$ cat config.mk
export PLATFORM = sky130hd
export DESIGN_NAME = ofdm_null_subcarrier_snr_estimator_top_flat
export DESIGN_NICKNAME = d
export VERILOG_FILES = /design/src/rtl/onse_pkg.sv /design/src/rtl/onse_sample_if.sv /design/src/rtl/onse_result_if.sv /design/src/rtl/ofdm_null_subcarrier_snr_estimator_top.sv /design/src/rtl/onse_fifo.sv /design/src/rtl/onse_front.sv /design/src/rtl/onse_div.sv /design/src/rtl/onse_back.sv /design/src/flat_wrapper.sv
export SDC_FILE = /design/constraint.sdc
export NUM_CORES = 2
export LEC_CHECK = 0
export ABC_AREA = 1
export BUFFER_PORTS_ARGS = -buffer_cell sky130_fd_sc_hd__buf_2
export CAP_MARGIN = 20
export CORE_ASPECT_RATIO = 0.5
export CORE_UTILIZATION = 38
export DETAILED_ROUTE_END_ITERATION = 6
export SYNTH_ARGS = -nofsm -noshare
export SYNTH_HDL_FRONTEND = slang
export SYNTH_SLANG_ARGS = --single-unit
$ cat constraint.sdc
create_clock -name clk -period 15.6 [get_ports clk]
set_clock_uncertainty 0.15 [all_clocks]
set_input_delay 2.34 -clock clk [delete_from_list [all_inputs] [get_ports clk]]
set_output_delay 2.34 -clock clk [all_outputs]
set_load 0.01 [all_outputs]
$ cat src/rtl/onse_pkg.sv
package onse_pkg;

  // default for the largest vector length
  localparam int MAX_VECTOR_LENGTH_DEF = 4096;

  // register and field widths
  localparam int CFG_W      = 13;
  localparam int PH_W       = 12;
  localparam int POWER_W    = 32;
  localparam int QUOT_W     = 32;
  localparam int APB_ADDR_W = 3;
  localparam int APB_DATA_W = 32;

  // q16 fraction plus one rounding bit
  localparam int DIV_FRAC_SHIFT = 17;

  // front to back queue
  localparam int QUEUE_DEPTH = 2;

  // register map, selected by paddr[2]
  localparam logic REG_VECTOR_LENGTH = 1'b0;
  localparam logic REG_PILOT_SPACING = 1'b1;

  localparam logic [CFG_W-1:0] VECTOR_LENGTH_RESET = 13'd64;
  localparam logic [CFG_W-1:0] PILOT_SPACING_RESET = 13'd4;

  localparam int LENGTH_MIN  = 2;
  localparam int SPACING_MIN = 2;
  localparam int SPACING_MAX = 4096;

  localparam logic [31:0] SNR_POS_SAT = 32'h7FFF_FFFF;
  localparam logic [31:0] SNR_NEG_SAT = 32'h8000_0000;
  localparam logic [31:0] NOISE_SAT   = 32'hFFFF_FFFF;

  // divider status seen by the back end
  typedef struct packed {
    logic done;
    logic ovf;
  } div_status_t;

endpackage

$ cat src/rtl/onse_sample_if.sv
interface onse_sample_if;
  logic               valid;
  logic               ready;
  logic signed [15:0] sample_re;
  logic signed [15:0] sample_im;

  modport source (output valid, output sample_re, output sample_im, input ready);
  modport sink (input valid, input sample_re, input sample_im, output ready);
endinterface

$ cat src/rtl/onse_result_if.sv
interface onse_result_if;
  logic               valid;
  logic               ready;
  logic signed [31:0] snr_estimate;
  logic        [31:0] noise_power;
  logic               null_sum_zero;

  modport source (output valid, output snr_estimate, output noise_power,
                  output null_sum_zero, input ready);
  modport sink (input valid, input snr_estimate, input noise_power,
                input null_sum_zero, output ready);
endinterface

$ cat src/rtl/ofdm_null_subcarrier_snr_estimator_top.sv
// result path: the last sample passes front stages 1 and 2, the queue, three multiply
//   steps, a difference, two bit-serial divisions; a zero null sum skips these
// throughput: one sample per cycle; a last sample stalls until the queue has room,
//   the shared divider paces the back end, and a 2-entry queue absorbs short vectors
// reset: synchronous, active high; clears counters, sums, queue, sequencer and
//   output valid; vector_length returns to 64 and pilot_spacing to 4
module ofdm_null_subcarrier_snr_estimator_top
  import onse_pkg::*;
#(
  parameter int MAX_VECTOR_LENGTH = MAX_VECTOR_LENGTH_DEF
) (
  input  logic                  clk,
  input  logic                  rst,
  onse_sample_if.sink           sample,
  onse_result_if.source         result,
  input  logic                  psel,
  input  logic                  penable,
  input  logic                  pwrite,
  input  logic [APB_ADDR_W-1:0] paddr,
  input  logic [APB_DATA_W-1:0] pwdata,
  output logic [APB_DATA_W-1:0] prdata,
  output logic                  pready
);

  // sums must hold MAX_VECTOR_LENGTH powers of up to 2^31
  localparam int SUM_W   = 32 + $clog2(MAX_VECTOR_LENGTH);
  // queue entry: length, spacing, null sum, loaded sum
  localparam int ENTRY_W = 2*SUM_W + 2*CFG_W;
  localparam int QCNT_W  = $clog2(QUEUE_DEPTH+1);

  logic [CFG_W-1:0]   vector_length;
  logic [CFG_W-1:0]   pilot_spacing;
  logic               cfg_write;

  logic               q_push;
  logic [ENTRY_W-1:0] q_push_data;
  logic               q_pop;
  logic [ENTRY_W-1:0] q_head;
  logic [QCNT_W-1:0]  q_count;

  // configuration registers, one per word; paddr[2] picks the register
  assign pready    = 1'b1;
  assign cfg_write = psel && penable && pwrite;

  always_ff @(posedge clk) begin
    if (rst) begin
      vector_length <= VECTOR_LENGTH_RESET;
      pilot_spacing <= PILOT_SPACING_RESET;
    end else if (cfg_write) begin
      unique case (paddr[2])
        REG_VECTOR_LENGTH: vector_length <= pwdata[CFG_W-1:0];
        REG_PILOT_SPACING: pilot_spacing <= pwdata[CFG_W-1:0];
        default: begin
        end
      endcase
    end
  end

  always_comb begin
    unique case (paddr[2])
      REG_PILOT_SPACING: prdata = APB_DATA_W'(pilot_spacing);
      default:           prdata = APB_DATA_W'(vector_length);
    endcase
  end

  // front: per-sample power, position tracking and accumulation
  onse_front #(
    .MAX_VECTOR_LENGTH (MAX_VECTOR_LENGTH),
    .SUM_W             (SUM_W),
    .ENTRY_W           (ENTRY_W)
  ) u_front (
    .clk           (clk),
    .rst           (rst),
    .vector_length (vector_length),
    .pilot_spacing (pilot_spacing),
    .sample        (sample),
    .queue_count   (q_count),
    .push          (q_push),
    .push_data     (q_push_data)
  );

  // finished vectors wait here while the back end divides
  onse_fifo #(
    .WIDTH (ENTRY_W),
    .DEPTH (QUEUE_DEPTH)
  ) u_queue (
    .clk       (clk),
    .rst       (rst),
    .push      (q_push),
    .push_data (q_push_data),
    .pop       (q_pop),
    .head      (q_head),
    .count     (q_count)
  );

  // back: products, snr and noise divisions, output register with transfer handshake
  onse_back #(
    .MAX_VECTOR_LENGTH (MAX_VECTOR_LENGTH),
    .SUM_W             (SUM_W),
    .ENTRY_W           (ENTRY_W)
  ) u_back (
    .clk         (clk),
    .rst         (rst),
    .head        (q_head),
    .queue_count (q_count),
    .pop         (q_pop),
    .result      (result)
  );

endmodule

$ cat src/rtl/onse_fifo.sv
module onse_fifo
  import onse_pkg::*;
#(
  parameter int WIDTH = 8,
  parameter int DEPTH = QUEUE_DEPTH
) (
  input  logic                       clk,
  input  logic                       rst,
  input  logic                       push,
  input  logic [WIDTH-1:0]           push_data,
  input  logic                       pop,
  output logic [WIDTH-1:0]           head,
  output logic [$clog2(DEPTH+1)-1:0] count
);

  localparam int PTR_W = $clog2(DEPTH);
  localparam int CNT_W = $clog2(DEPTH+1);

  logic [WIDTH-1:0] mem [DEPTH];
  logic [PTR_W-1:0] wptr;
  logic [PTR_W-1:0] rptr;

  function automatic logic [PTR_W-1:0] wrap_inc(input logic [PTR_W-1:0] p);
    if (p == PTR_W'(DEPTH-1)) return '0;
    return p + 1'b1;
  endfunction

  assign head = mem[rptr];

  always_ff @(posedge clk) begin
    if (push) begin
      mem[wptr] <= push_data;
    end
  end

  always_ff @(posedge clk) begin
    if (rst) begin
      wptr  <= '0;
      rptr  <= '0;
      count <= '0;
    end else begin
      if (push) wptr <= wrap_inc(wptr);
      if (pop) rptr <= wrap_inc(rptr);
      if (push && !pop) count <= count + CNT_W'(1);
      else if (pop && !push) count <= count - CNT_W'(1);
    end
  end

endmodule

$ cat src/rtl/onse_front.sv
module onse_front
  import onse_pkg::*;
#(
  parameter int MAX_VECTOR_LENGTH = MAX_VECTOR_LENGTH_DEF,
  parameter int SUM_W = 32 + $clog2(MAX_VECTOR_LENGTH),
  parameter int ENTRY_W = 2*SUM_W + 2*CFG_W
) (
  input  logic                             clk,
  input  logic                             rst,
  input  logic [CFG_W-1:0]                 vector_length,
  input  logic [CFG_W-1:0]                 pilot_spacing,
  onse_sample_if.sink                      sample,
  input  logic [$clog2(QUEUE_DEPTH+1)-1:0] queue_count,
  output logic                             push,
  output logic [ENTRY_W-1:0]               push_data
);

  localparam int PC_W    = $clog2(MAX_VECTOR_LENGTH);
  localparam int CMP_W   = (PC_W + 1 > CFG_W) ? PC_W + 1 : CFG_W;
  localparam int LEN_CAP = (MAX_VECTOR_LENGTH > 8191) ? 8191 : MAX_VECTOR_LENGTH;
  localparam int QCNT_W  = $clog2(QUEUE_DEPTH+1);

  logic [PC_W-1:0]    position_count;
  logic [PH_W-1:0]    spacing_phase;
  logic [SUM_W-1:0]   loaded_power_sum;
  logic [SUM_W-1:0]   null_power_sum;

  logic [CFG_W-1:0]   eff_len;
  logic [CFG_W-1:0]   eff_s;
  logic               is_last;
  logic               is_loaded;
  logic               room_for_last;
  logic               accept;
  logic signed [31:0] re_sq;
  logic signed [31:0] im_sq;
  logic [POWER_W-1:0] power;

  // stage 1: power and position class
  logic               p1_valid;
  logic [POWER_W-1:0] p1_power;
  logic               p1_loaded;
  logic               p1_last;
  logic [CFG_W-1:0]   p1_len;
  logic [CFG_W-1:0]   p1_s;

  logic [SUM_W-1:0]   loaded_new;
  logic [SUM_W-1:0]   null_new;

  always_comb begin
    eff_len = vector_length;
    if (vector_length < CFG_W'(LENGTH_MIN)) eff_len = CFG_W'(LENGTH_MIN);
    else if (32'(vector_length) > 32'(LEN_CAP)) eff_len = CFG_W'(LEN_CAP);
    eff_s = pilot_spacing;
    if (pilot_spacing < CFG_W'(SPACING_MIN)) eff_s = CFG_W'(SPACING_MIN);
    else if (pilot_spacing > CFG_W'(SPACING_MAX)) eff_s = CFG_W'(SPACING_MAX);
  end

  assign is_last   = !((CMP_W'(position_count) + CMP_W'(1)) < CMP_W'(eff_len));
  assign is_loaded = (spacing_phase == '0);

  // a last sample is taken only if its queue entry is sure to fit
  assign room_for_last = (QCNT_W'(queue_count) + QCNT_W'(p1_valid && p1_last))
                         < QCNT_W'(QUEUE_DEPTH);
  assign sample.ready  = !is_last || room_for_last;
  assign accept        = sample.valid && sample.ready;

  assign re_sq = sample.sample_re * sample.sample_re;
  assign im_sq = sample.sample_im * sample.sample_im;
  assign power = $unsigned(re_sq) + $unsigned(im_sq);

  always_ff @(posedge clk) begin
    if (rst) begin
      position_count <= '0;
      spacing_phase  <= '0;
      p1_valid       <= 1'b0;
    end else begin
      p1_valid <= accept;
      if (accept) begin
        if (is_last) begin
          position_count <= '0;
          spacing_phase  <= '0;
        end else begin
          position_count <= position_count + 1'b1;
          if ((CFG_W'(spacing_phase) + CFG_W'(1)) >= eff_s) spacing_phase <= '0;
          else spacing_phase <= spacing_phase + 1'b1;
        end
      end
    end
  end

  always_ff @(posedge clk) begin
    if (accept) begin
      p1_power  <= power;
      p1_loaded <= is_loaded;
      p1_last   <= is_last;
      p1_len    <= eff_len;
      p1_s      <= eff_s;
    end
  end

  // stage 2: accumulate, hand finished vectors to the queue
  assign loaded_new = loaded_power_sum + (p1_loaded ? SUM_W'(p1_power) : '0);
  assign null_new   = null_power_sum + (p1_loaded ? '0 : SUM_W'(p1_power));
  assign push       = p1_valid && p1_last;
  assign push_data  = {p1_len, p1_s, null_new, loaded_new};

  always_ff @(posedge clk) begin
    if (rst) begin
      loaded_power_sum <= '0;
      null_power_sum   <= '0;
    end else if (p1_valid) begin
      if (p1_last) begin
        loaded_power_sum <= '0;
        null_power_sum   <= '0;
      end else begin
        loaded_power_sum <= loaded_new;
        null_power_sum   <= null_new;
      end
    end
  end

endmodule

$ cat src/rtl/onse_div.sv
module onse_div
  import onse_pkg::*;
#(
  parameter int DW = 57,
  parameter int XW = DW + DIV_FRAC_SHIFT
) (
  input  logic              clk,
  input  logic              rst,
  input  logic              start,
  input  logic [XW-1:0]     dividend,
  input  logic [DW-1:0]     divisor,
  output div_status_t       status,
  output logic [QUOT_W-1:0] quot
);

  localparam int CNT_W = $clog2(QUOT_W);

  logic              busy;
  logic [CNT_W-1:0]  cnt;
  logic [DW-1:0]     rem;
  logic [DW-1:0]     dvsr;
  logic [DW-1:0]     hi;
  logic              hi_ovf;
  logic [DW:0]       trial;
  logic              ge;
  logic [DW:0]       diff;

  // quotient fits in QUOT_W bits only if the upper dividend part is below divisor
  assign hi     = DW'(dividend[XW-1:QUOT_W]);
  assign hi_ovf = (hi >= divisor);

  assign trial = {rem, quot[QUOT_W-1]};
  assign ge    = (trial >= {1'b0, dvsr});
  assign diff  = trial - {1'b0, dvsr};

  always_ff @(posedge clk) begin
    if (rst) begin
      busy        <= 1'b0;
      status.done <= 1'b0;
      status.ovf  <= 1'b0;
      cnt         <= '0;
    end else begin
      status.done <= 1'b0;
      if (start) begin
        busy        <= !hi_ovf;
        status.done <= hi_ovf;
        status.ovf  <= hi_ovf;
        cnt         <= '0;
      end else if (busy) begin
        cnt <= cnt + 1'b1;
        if (cnt == CNT_W'(QUOT_W-1)) begin
          busy        <= 1'b0;
          status.done <= 1'b1;
        end
      end
    end
  end

  // one restoring step a cycle, quotient bits shift in from the bottom
  always_ff @(posedge clk) begin
    if (start) begin
      rem  <= hi;
      dvsr <= divisor;
      quot <= dividend[QUOT_W-1:0];
    end else if (busy) begin
      rem  <= ge ? diff[DW-1:0] : trial[DW-1:0];
      quot <= {quot[QUOT_W-2:0], ge};
    end
  end

endmodule

$ cat src/rtl/onse_back.sv
module onse_back
  import onse_pkg::*;
#(
  parameter int MAX_VECTOR_LENGTH = MAX_VECTOR_LENGTH_DEF,
  parameter int SUM_W = 32 + $clog2(MAX_VECTOR_LENGTH),
  parameter int ENTRY_W = 2*SUM_W + 2*CFG_W
) (
  input  logic                             clk,
  input  logic                             rst,
  input  logic [ENTRY_W-1:0]               head,
  input  logic [$clog2(QUEUE_DEPTH+1)-1:0] queue_count,
  output logic                             pop,
  onse_result_if.source                    result
);

  localparam int PROD_W = SUM_W + CFG_W;
  localparam int XW     = PROD_W + DIV_FRAC_SHIFT;

  typedef enum logic [9:0] {
    S_IDLE       = 10'b00_0000_0001,
    S_MUL_T      = 10'b00_0000_0010,
    S_MUL_N      = 10'b00_0000_0100,
    S_MUL_D      = 10'b00_0000_1000,
    S_DIFF       = 10'b00_0001_0000,
    S_DIV_SNR    = 10'b00_0010_0000,
    S_WAIT_SNR   = 10'b00_0100_0000,
    S_DIV_NOISE  = 10'b00_1000_0000,
    S_WAIT_NOISE = 10'b01_0000_0000,
    S_OUT        = 10'b10_0000_0000
  } back_state_t;

  back_state_t state;
  back_state_t state_next;

  logic [SUM_W-1:0]  l_sum;
  logic [SUM_W-1:0]  n_sum;
  logic [CFG_W-1:0]  sp;
  logic [CFG_W-1:0]  len;
  logic [PROD_W-1:0] t_prod;
  logic [PROD_W-1:0] nd_prod;
  logic [PROD_W-1:0] den_prod;
  logic [PROD_W-1:0] diff;
  logic              neg;
  logic [31:0]       snr;
  logic [31:0]       noise;
  logic              flag;

  logic [SUM_W-1:0]  head_l;
  logic [SUM_W-1:0]  head_n;
  logic [CFG_W-1:0]  head_s;
  logic [CFG_W-1:0]  head_len;

  logic [CFG_W-1:0]  mul_a;
  logic [SUM_W-1:0]  mul_b;
  logic [PROD_W-1:0] prod;
  logic [PROD_W:0]   noise_num;

  logic              div_start;
  logic [XW-1:0]     div_dividend;
  logic [PROD_W-1:0] div_divisor;
  div_status_t       div_status;
  logic [QUOT_W-1:0] div_quot;

  logic [QUOT_W:0]   rounded;
  logic [31:0]       mag;
  logic [31:0]       snr_calc;
  logic              out_load;

  assign {head_len, head_s, head_n, head_l} = head;
  assign pop = (state == S_IDLE) && (queue_count != '0);

  // one shared multiplier, three products in turn
  always_comb begin
    mul_a = sp - CFG_W'(1);
    mul_b = l_sum;
    unique case (state)
      S_MUL_N: begin
        mul_a = sp;
        mul_b = n_sum;
      end
      S_MUL_D: begin
        mul_b = SUM_W'(len);
      end
      default: begin
      end
    endcase
  end
  assign prod = mul_a * mul_b;

  assign noise_num = {1'b0, nd_prod} + {1'b0, den_prod >> 1};

  always_comb begin
    div_start    = 1'b0;
    div_dividend = {diff, {DIV_FRAC_SHIFT{1'b0}}};
    div_divisor  = nd_prod;
    unique case (state)
      S_DIV_SNR: begin
        div_start = 1'b1;
      end
      S_DIV_NOISE: begin
        div_start    = 1'b1;
        div_dividend = XW'(noise_num);
        div_divisor  = den_prod;
      end
      default: begin
      end
    endcase
  end

  onse_div #(
    .DW (PROD_W),
    .XW (XW)
  ) u_div (
    .clk      (clk),
    .rst      (rst),
    .start    (div_start),
    .dividend (div_dividend),
    .divisor  (div_divisor),
    .status   (div_status),
    .quot     (div_quot)
  );

  // round the q17 quotient to q16, half away from zero, then saturate per sign
  assign rounded = {1'b0, div_quot} + (QUOT_W+1)'(1);
  assign mag     = rounded[QUOT_W:1];

  always_comb begin
    if (!neg) begin
      snr_calc = (div_status.ovf || mag[31]) ? SNR_POS_SAT : mag;
    end else begin
      snr_calc = div_status.ovf ? SNR_NEG_SAT : (32'd0 - mag);
    end
  end

  assign out_load = (state == S_OUT) && (!result.valid || result.ready);

  always_comb begin
    state_next = state;
    unique case (state)
      S_IDLE: begin
        if (queue_count != '0) begin
          state_next = (head_n == '0) ? S_OUT : S_MUL_T;
        end
      end
      S_MUL_T:      state_next = S_MUL_N;
      S_MUL_N:      state_next = S_MUL_D;
      S_MUL_D:      state_next = S_DIFF;
      S_DIFF:       state_next = S_DIV_SNR;
      S_DIV_SNR:    state_next = S_WAIT_SNR;
      S_WAIT_SNR:   if (div_status.done) state_next = S_DIV_NOISE;
      S_DIV_NOISE:  state_next = S_WAIT_NOISE;
      S_WAIT_NOISE: if (div_status.done) state_next = S_OUT;
      S_OUT:        if (out_load) state_next = S_IDLE;
      default:      state_next = S_IDLE;
    endcase
  end

  always_ff @(posedge clk) begin
    if (rst) begin
      state <= S_IDLE;
    end else begin
      state <= state_next;
    end
  end

  always_ff @(posedge clk) begin
    unique case (state)
      S_IDLE: begin
        l_sum <= head_l;
        n_sum <= head_n;
        sp    <= head_s;
        len   <= head_len;
        flag  <= (head_n == '0);
        snr   <= SNR_POS_SAT;
        noise <= '0;
      end
      S_MUL_T: t_prod   <= prod;
      S_MUL_N: nd_prod  <= prod;
      S_MUL_D: den_prod <= prod;
      S_DIFF: begin
        if (t_prod >= PROD_W'(n_sum)) begin
          diff <= t_prod - PROD_W'(n_sum);
          neg  <= 1'b0;
        end else begin
          diff <= PROD_W'(n_sum) - t_prod;
          neg  <= 1'b1;
        end
      end
      S_WAIT_SNR: begin
        if (div_status.done) snr <= snr_calc;
      end
      S_WAIT_NOISE: begin
        if (div_status.done) noise <= div_status.ovf ? NOISE_SAT : div_quot;
      end
      default: begin
      end
    endcase
  end

  // output register, freed by a transfer
  always_ff @(posedge clk) begin
    if (rst) begin
      result.valid <= 1'b0;
    end else if (out_load) begin
      result.valid <= 1'b1;
    end else if (result.ready) begin
      result.valid <= 1'b0;
    end
  end

  always_ff @(posedge clk) begin
    if (out_load) begin
      result.snr_estimate  <= snr;
      result.noise_power   <= noise;
      result.null_sum_zero <= flag;
    end
  end

endmodule

$ cat src/flat_wrapper.sv
// flat-port wrapper written by rule: the top's interface ports become plain ports
module ofdm_null_subcarrier_snr_estimator_top_flat import onse_pkg::*;
#(
  parameter int MAX_VECTOR_LENGTH = MAX_VECTOR_LENGTH_DEF
)
  (clk, rst, psel, penable, pwrite, paddr, pwdata, prdata, pready, sample_valid, sample_sample_re, sample_sample_im, sample_ready, result_valid, result_snr_estimate, result_noise_power, result_null_sum_zero, result_ready);
  onse_sample_if sample_i ();
  onse_result_if result_i ();
  input  logic clk;
  input  logic rst;
  input  logic psel;
  input  logic penable;
  input  logic pwrite;
  input  logic [APB_ADDR_W-1:0] paddr;
  input  logic [APB_DATA_W-1:0] pwdata;
  output logic [APB_DATA_W-1:0] prdata;
  output logic pready;
  input wire logic [$bits(sample_i.valid)-1:0] sample_valid;
  input wire logic [$bits(sample_i.sample_re)-1:0] sample_sample_re;
  input wire logic [$bits(sample_i.sample_im)-1:0] sample_sample_im;
  output wire logic [$bits(sample_i.ready)-1:0] sample_ready;
  output wire logic [$bits(result_i.valid)-1:0] result_valid;
  output wire logic [$bits(result_i.snr_estimate)-1:0] result_snr_estimate;
  output wire logic [$bits(result_i.noise_power)-1:0] result_noise_power;
  output wire logic [$bits(result_i.null_sum_zero)-1:0] result_null_sum_zero;
  input wire logic [$bits(result_i.ready)-1:0] result_ready;
  assign sample_i.valid = sample_valid;
  assign sample_i.sample_re = sample_sample_re;
  assign sample_i.sample_im = sample_sample_im;
  assign sample_ready = sample_i.ready;
  assign result_valid = result_i.valid;
  assign result_snr_estimate = result_i.snr_estimate;
  assign result_noise_power = result_i.noise_power;
  assign result_null_sum_zero = result_i.null_sum_zero;
  assign result_i.ready = result_ready;
  ofdm_null_subcarrier_snr_estimator_top #(.MAX_VECTOR_LENGTH(MAX_VECTOR_LENGTH)) u_core (.clk(clk), .rst(rst), .sample(sample_i), .result(result_i), .psel(psel), .penable(penable), .pwrite(pwrite), .paddr(paddr), .pwdata(pwdata), .prdata(prdata), .pready(pready));
endmodule
# ---- Word level (Yosys, flattened, before mapping)
# Memories as Yosys holds them, arrays and structs flattened. A register that Yosys moved wholly into a read port is not among the register bits.
# Cells that the tools add are included.
dict set report totals {
  register_bits 841
  latch_bits 0
  mem_bits_rw 228
  rom_bits 0
  in_bits 74
  output_inout_bits 100
  wordCells 183
  n_memories 1
}
# name words word_bits read_ports rd_ports_with_merged_regs write_ports line
set mem_list {}
lappend mem_list {u_core.u_queue.mem 2 114 1 1 1 onse_fifo.sv:19} ;# logic [WIDTH-1:0] mem [DEPTH];
dict set report classes {
  add_sub_neg 20
  mul 3
  n_div 0
  n_lt_le_gt_ge 10
  n_eq_ne 15
  n_shift 0
  muxes 62
  bitwise 1
  n_reduce_logical 31
}
# op count
set op_table {}
lappend op_table {{2-to-1 mux 32 bit} 10}
lappend op_table {{2-to-1 mux 57 bit} 3}
lappend op_table {{one-hot mux 32 bit (2 select lines)} 2}
lappend op_table {{one-hot mux 10 bit (10 select lines)} 1}
lappend op_table {{adder 44 x 32 -> 44 bit} 2}
lappend op_table {{2-to-1 mux 44 bit} 2}
lappend op_table {{one-hot mux 44 bit (2 select lines)} 1}
lappend op_table {{2-to-1 mux 42 bit} 2}
lappend op_table {{2-to-1 mux 13 bit} 6}
lappend op_table {{2-to-1 mux 74 bit} 1}
lappend op_table {{multiplier 16 x 16 -> 32 bit} 2}
lappend op_table {{adder 57 x 56 -> 58 bit} 1}
lappend op_table {{>= comparator 58 x 57 -> 1 bit} 1}
lappend op_table {{>= comparator 42 x 57 -> 1 bit} 1}
lappend op_table {{>= comparator 57 x 44 -> 1 bit} 1}
lappend op_table {{multiplier 13 x 44 -> 57 bit} 1}
lappend op_table {{subtractor 44 x 57 -> 57 bit} 1}
lappend op_table {{subtractor 57 x 44 -> 57 bit} 1}
lappend op_table {{subtractor 57 bit} 1}
lappend op_table {{2-to-1 mux 10 bit} 5}
lappend op_table {{zero test 44 bit} 1}
lappend op_table {{2-to-1 mux 12 bit} 3}
lappend op_table {{adder 32 x 1 -> 33 bit, second input constant} 1}
lappend op_table {{adder 32 bit} 1}
lappend op_table {{other kinds (38)} 91}

# ---- Logic depth before layout (Yosys ltp)
dict set report depth {
  depth_word 7
  mapped_depth 42
  ltp_nobuf 40
}

# ---- Modules after synthesis
# From an unflattened synthesis, not the netlist that was laid out.
dict set report unflattened {
  hier_cells 13195
  area_unflattened_um2 104395.1
}
# mod instances cells_each area_per_inst_um2 seq_area_each_um2
set by_module_without_submodules {}
lappend by_module_without_submodules {onse_back 1 6191 48914.4 14423.8}
lappend by_module_without_submodules {onse_front 1 4426 32407.3 4063.9}
lappend by_module_without_submodules {onse_div 1 1971 12917.4 4394.2}
lappend by_module_without_submodules {onse_fifo 1 386 8693.3 6946.7}
lappend by_module_without_submodules {ofdm_null_subcarrier_snr_estimator_top 1 221 1462.7 520.5}

# ---- Worst setup path before layout
# Ideal clock, no wire load.
dict set report synth_timing {
  kind {reg2reg}
  startpoint {register u_core.u_back.state[6]}
  endpoint {register u_core.u_back.noise[0] (enable)}
  setup_ns 0.466
  t_arrival_ns 14.462
  t_required_ns 14.984
  setup_slack_ns 0.523
  stages_incl_launch_ff 8
  path_buffers 0
  synth_period_minus_slack_ns 15.077
  cell_sequence {dfxtp_1 -> nor2_1 -> inv_1 -> nor2_1 -> inv_2 -> nor4_1 -> inv_1 -> o21ai_0}
}
dict set report synth_via {
  elab_chain_cells 3
  word_cells_on_any_way 5
  classes_between {eq/ne: 3; reduce/logical: 2}
}
# element line
set synth_rtl {}
lappend synth_rtl {{start: declaration} onse_back.sv:32} ;# back_state_t state;
lappend synth_rtl {{start signal: assignment} onse_back.sv:162} ;# state <= state_next;
lappend synth_rtl {{== test 10 x 9 -> 1 bit / == test 10 x 1 -> 1 bit (equally long branches)} onse_back.sv:167} ;# unique case (state)
lappend synth_rtl {{inequality test 2 x 1 -> 1 bit (no source line) / nonzero test 2 bit (equally long branches)} n/a}
lappend synth_rtl {{AND reduction 2 bit (no source line) *} n/a}
lappend synth_rtl {{end signal: assignment} onse_back.sv:193} ;# if (div_status.done) noise <= div_status.ovf ? NOISE_SAT : div_quot;
lappend synth_rtl {{end: declaration} onse_back.sv:45} ;# logic [31:0] noise;
# Every way passes the cells marked *; elsewhere a longest branch is shown, timed or not.
# A chain may end at the register's enable or synchronous reset.

# ---- Worst setup path after layout
dict set report layout_timing {
  startpoint {register u_core.u_back.state[6]}
  endpoint {register u_core.u_back.t_prod[56], data pin}
}
dict set report layout_via {
  elab_chain_cells 3
  word_cells_on_any_way 5
  classes_between {mul: 1; eq/ne: 2; mux: 2}
}
# element line
set layout_rtl {}
lappend layout_rtl {{== test 10 x 4 -> 1 bit / == test 10 x 3 -> 1 bit (equally long branches)} onse_back.sv:76} ;# unique case (state)
lappend layout_rtl {{one-hot mux 44 bit (2 select lines) / 2-to-1 mux 13 bit (equally long branches)} onse_back.sv:76}
lappend layout_rtl {{multiplier 13 x 44 -> 57 bit *} onse_back.sv:88} ;# assign prod = mul_a * mul_b;
lappend layout_rtl {{net u_core.u_back.prod[56]} onse_back.sv:55} ;# logic [PROD_W-1:0] prod;
lappend layout_rtl {{end signal: assignment} onse_back.sv:177} ;# S_MUL_T: t_prod <= prod;
lappend layout_rtl {{end: declaration} onse_back.sv:39} ;# logic [PROD_W-1:0] t_prod;
# Mark *: on every way through the listed nets, which the timed path passes. The rest lies on a longest branch.

==> run_results.csv <==
group,metric,value,unit
hold_path,hold_end,"u_core.u_back.result.noise_power[14]",
timing,fin_ws,5195,ps
critical_path,cp-start-kind,"register",
logic_synthesis,ys.flop_type,"edfxtp_1",
logic_synthesis,yosysSeqAreaShare,31.32,%
placed_design,portBuffers,132,
logic_synthesis,syn_area_per_cell,8.689,um2
timing,period_minus_slack,10410,ps
global_routing,grt_pass1_wl,444300,um
critical_path,r2r_slack,5190,ps
timing,fmax,0.09611,GHz
finish,area_delta_synth_final,8.203,%
clock_network,path_clk_slew,70,ps
die,die_width,716.1,um
logic_synthesis,synth.area.top_cells,"edfxtp_1 28%, fa_1 21%, inv_1 8.6%",
critical_path,crit_path_max_fanout,58,
clock_network,clock_latency,750,ps
logic_synthesis,ys_types,73,
critical_path,cp.arrival,10670,ps
logic_synthesis,synth_top_area_share,27.64,%
critical_path,reg2reg_to,"u_core.u_back.t_prod[56]",
global_routing,grt_pass1_vias,75517,
global_routing,grt_use_total,22.25,%
finish,seqCellArea,0.03035,mm2
route,drcViolationCount,0,
run,drv_cap,0,
critical_path,timing.rr.start,"u_core.u_back.state[6]",
critical_path,critPathSlowestCell,"inv_2",
die,num_rows,130,
clock_network,postCtsSetupBuffers,0,
clock_network,cts_max_path_buffers,3,
clock_network,cts_buffers,107,
timing,hold_slack,265.5,ps
hold_path,min_path_cells,0,
logic_synthesis,synth-seq-cells,1070,
global_routing,antenna_found_initial,9,
hold_path,holdCritStartpoint,"u_core.u_back.noise[14]",
placed_design,gp_congestion,0.9719,
die,start_util,38.41,%
timing,slew_violations,0,
die,core_area,0.2523,mm2
clock_network,cts_tree,"yes",
placed_design,dp_hpwl,237100,um
die,die_y,359.1,um
finish,layout-drive-gt1-share,5.991,%
route,drt_iter0_drc,5525,
logic_synthesis,synth_edf_count,892,
route,antenna_left,0,
logic_synthesis,synth_top_cell_by_area,"edfxtp_1",
clock_network,clock-sinks,1070,
finish,multi_input_area,0.05687,mm2
critical_path,rr_worst_depth,34,
die,ioPinCount,174,
finish,fin_nets,12824,
logic_synthesis,syn-cell-area,0.09690,mm2
global_routing,grt_max_degree,80,
hold_path,worstHoldPathType,"reg2reg",
die,die_area,0.2571,mm2
critical_path,cp-end-kind,"register",
timing,setup_viol,0,
critical_path,cpPeakStageDelay,730,ps
timing,post-route-period-util,66.70,%
critical_path,crit_required,15860,ps
route,dr.pass1.iters,6,
timing,finalHoldViolCount,0,
clock_network,cts_root_buffer,"clkbuf_16",
clock_network,hold_buffers,0,
logic_synthesis,postSynthCellCount,11152,
outcome,status,"finished clean",
logic_synthesis,ys_async_sr_fraction,0,%
finish,fill_cells,25196,
route,vias,74018,
logic_synthesis,yosysWarnings,0,
timing,tns,0,ps
timing,tightest_slew,1143,ps
timing,slew-limit-headroom,23.56,%
clock_network,cts_resized,0,
placed_design,post-place-ws,5334,ps
timing,rsz0062_at_grt,"false",
route,routed_via_density,5.057,
clock_network,htree_levels,3,
global_routing,grt_overflow,0,
critical_path,crit_type,"reg2reg",
route,wl_per_cell,19.69,um
route,routed_wl,288200,um
## cells in the mapped netlist (50+ instances only)
cell,n
a21oi_1,773
nor2_1,982
xor2_1,246
clkbuf_1,212
mux2_2,102
nor3_1,88
fa_1,993
inv_1,2227
nor4_1,52
dfxtp_1,178
ha_1,586
o211ai_1,50
o21ai_0,515
edfxtp_1,892
nand3_1,259
xnor2_1,142
nand4_1,77
or2_2,71
nand2_1,2110
## metrics by stage
stage / std cells / instance area (um2) / util [%]
finish: 14638 / 104800 / 41.56
global route: 14632 / 104800 / 41.55
CTS: 14629 / 104800 / 41.53
detailed placement: 14425 / 101100 / 40.08
global placement: 14423 / 101100 / 40.08
floorplan: 11170 / 96960 / -
## layer usage
layer | track usage [%] | share of wire, % | vias up
met3 | 3.556 | 6.3 | 385
met5 | 0 | 0.022 | -
met4 | 5.940 | 2.9 | 10
li1 | - | - | 35413
met1 | 31.32 | 46 | 36126
met2 | 35.63 | 45 | 2084
## registers in the layout, indices dropped and copies added, names as in the netlist, 57 cells and up, named ones only
register and flops:
u_core.u_queue.mem 228, u_core.u_back.den_prod 57, u_core.u_back.diff 57, u_core.u_back.nd_prod 57, u_core.u_back.t_prod 57, u_core.u_back.u_div.dvsr 57, u_core.u_back.u_div.rem 57
## critical path: cells and delay by family (launching register included)
| family | cells | cell delay, ps |
|---|---|---|
| AO/OA/AOI/OAI | 7 | 2170 |
| XOR/XNOR | 1 | 590 |
| adder cells (fa/ha/maj) | 6 | 2750 |
| buffers and inverters | 10 | 2530 |
| flip-flops | 1 | 340 |
| AND/OR/NAND/NOR | 10 | 1350 |
## kinds of logic (layout without fill, tap and decap cells)
group	count (synthesis)	after routing	synth area share (%)
adders and majority gates	1579	1579	28.08
AOI/OAI and AO/OA	1692	1692	9.810
buffers and inverters	2578	2674	10.18
DFF	1070	1070	31.32
muxes	103	103	1.196
other	2	26	0.007751
xor gates and xnor gates	391	391	3.558
and+or+nand+nor	3737	3737	15.84
## layout make-up
| class | instances | share of cell area [%] |
|---|---|---|
| Multi-Input combinational cell | 7522 | 54.24 |
| Sequential cell | 1070 | 28.95 |
| Inverter | 2268 | 8.125 |
| Tap cell | 3366 | 4.017 |
| Clock buffer | 131 | 2.729 |
| Timing Repair Buffer | 202 | 1.170 |
| Clock inverter | 73 | 0.7518 |
| Antenna cell | 6 | 0.01432 |
## worst max path at each step
stage | slack, ps | depth (start not counted) | from | to
after floorplan | 520 | 7 | u_core.u_back.state[6] | u_core.u_back.noise[0]
final | 5190 | 34 | u_core.u_back.state[6] | u_core.u_back.t_prod[56]
after detailed placement | 5330 | 34 | u_core.u_back.state[6] | u_core.u_back.den_prod[56]
after global routing | 4720 | 34 | u_core.u_back.state[6] | u_core.u_back.t_prod[56]
after CTS | 5300 | 34 | u_core.u_back.state[6] | u_core.u_back.t_prod[56]
after global placement | 5450 | 34 | u_core.u_back.state[6] | u_core.u_back.den_prod[56]
## cells in the final DEF, fill, tap and decap left out, types with 132 or more instances in the layout
cell type,count
a21oi_1,772
nor2_1,978
ha_1,586
dfxtp_1,177
xor2_1,245
nand2_1,2108
o21ai_0,514
buf_2,132
fa_1,993
xnor2_1,142
inv_1,2218
nand3_1,258
edfxtp_1,892
Power is left out: the tool's default activity adds up to more than one toggle a clock period on the data nets, which glitch-free logic cannot reach.
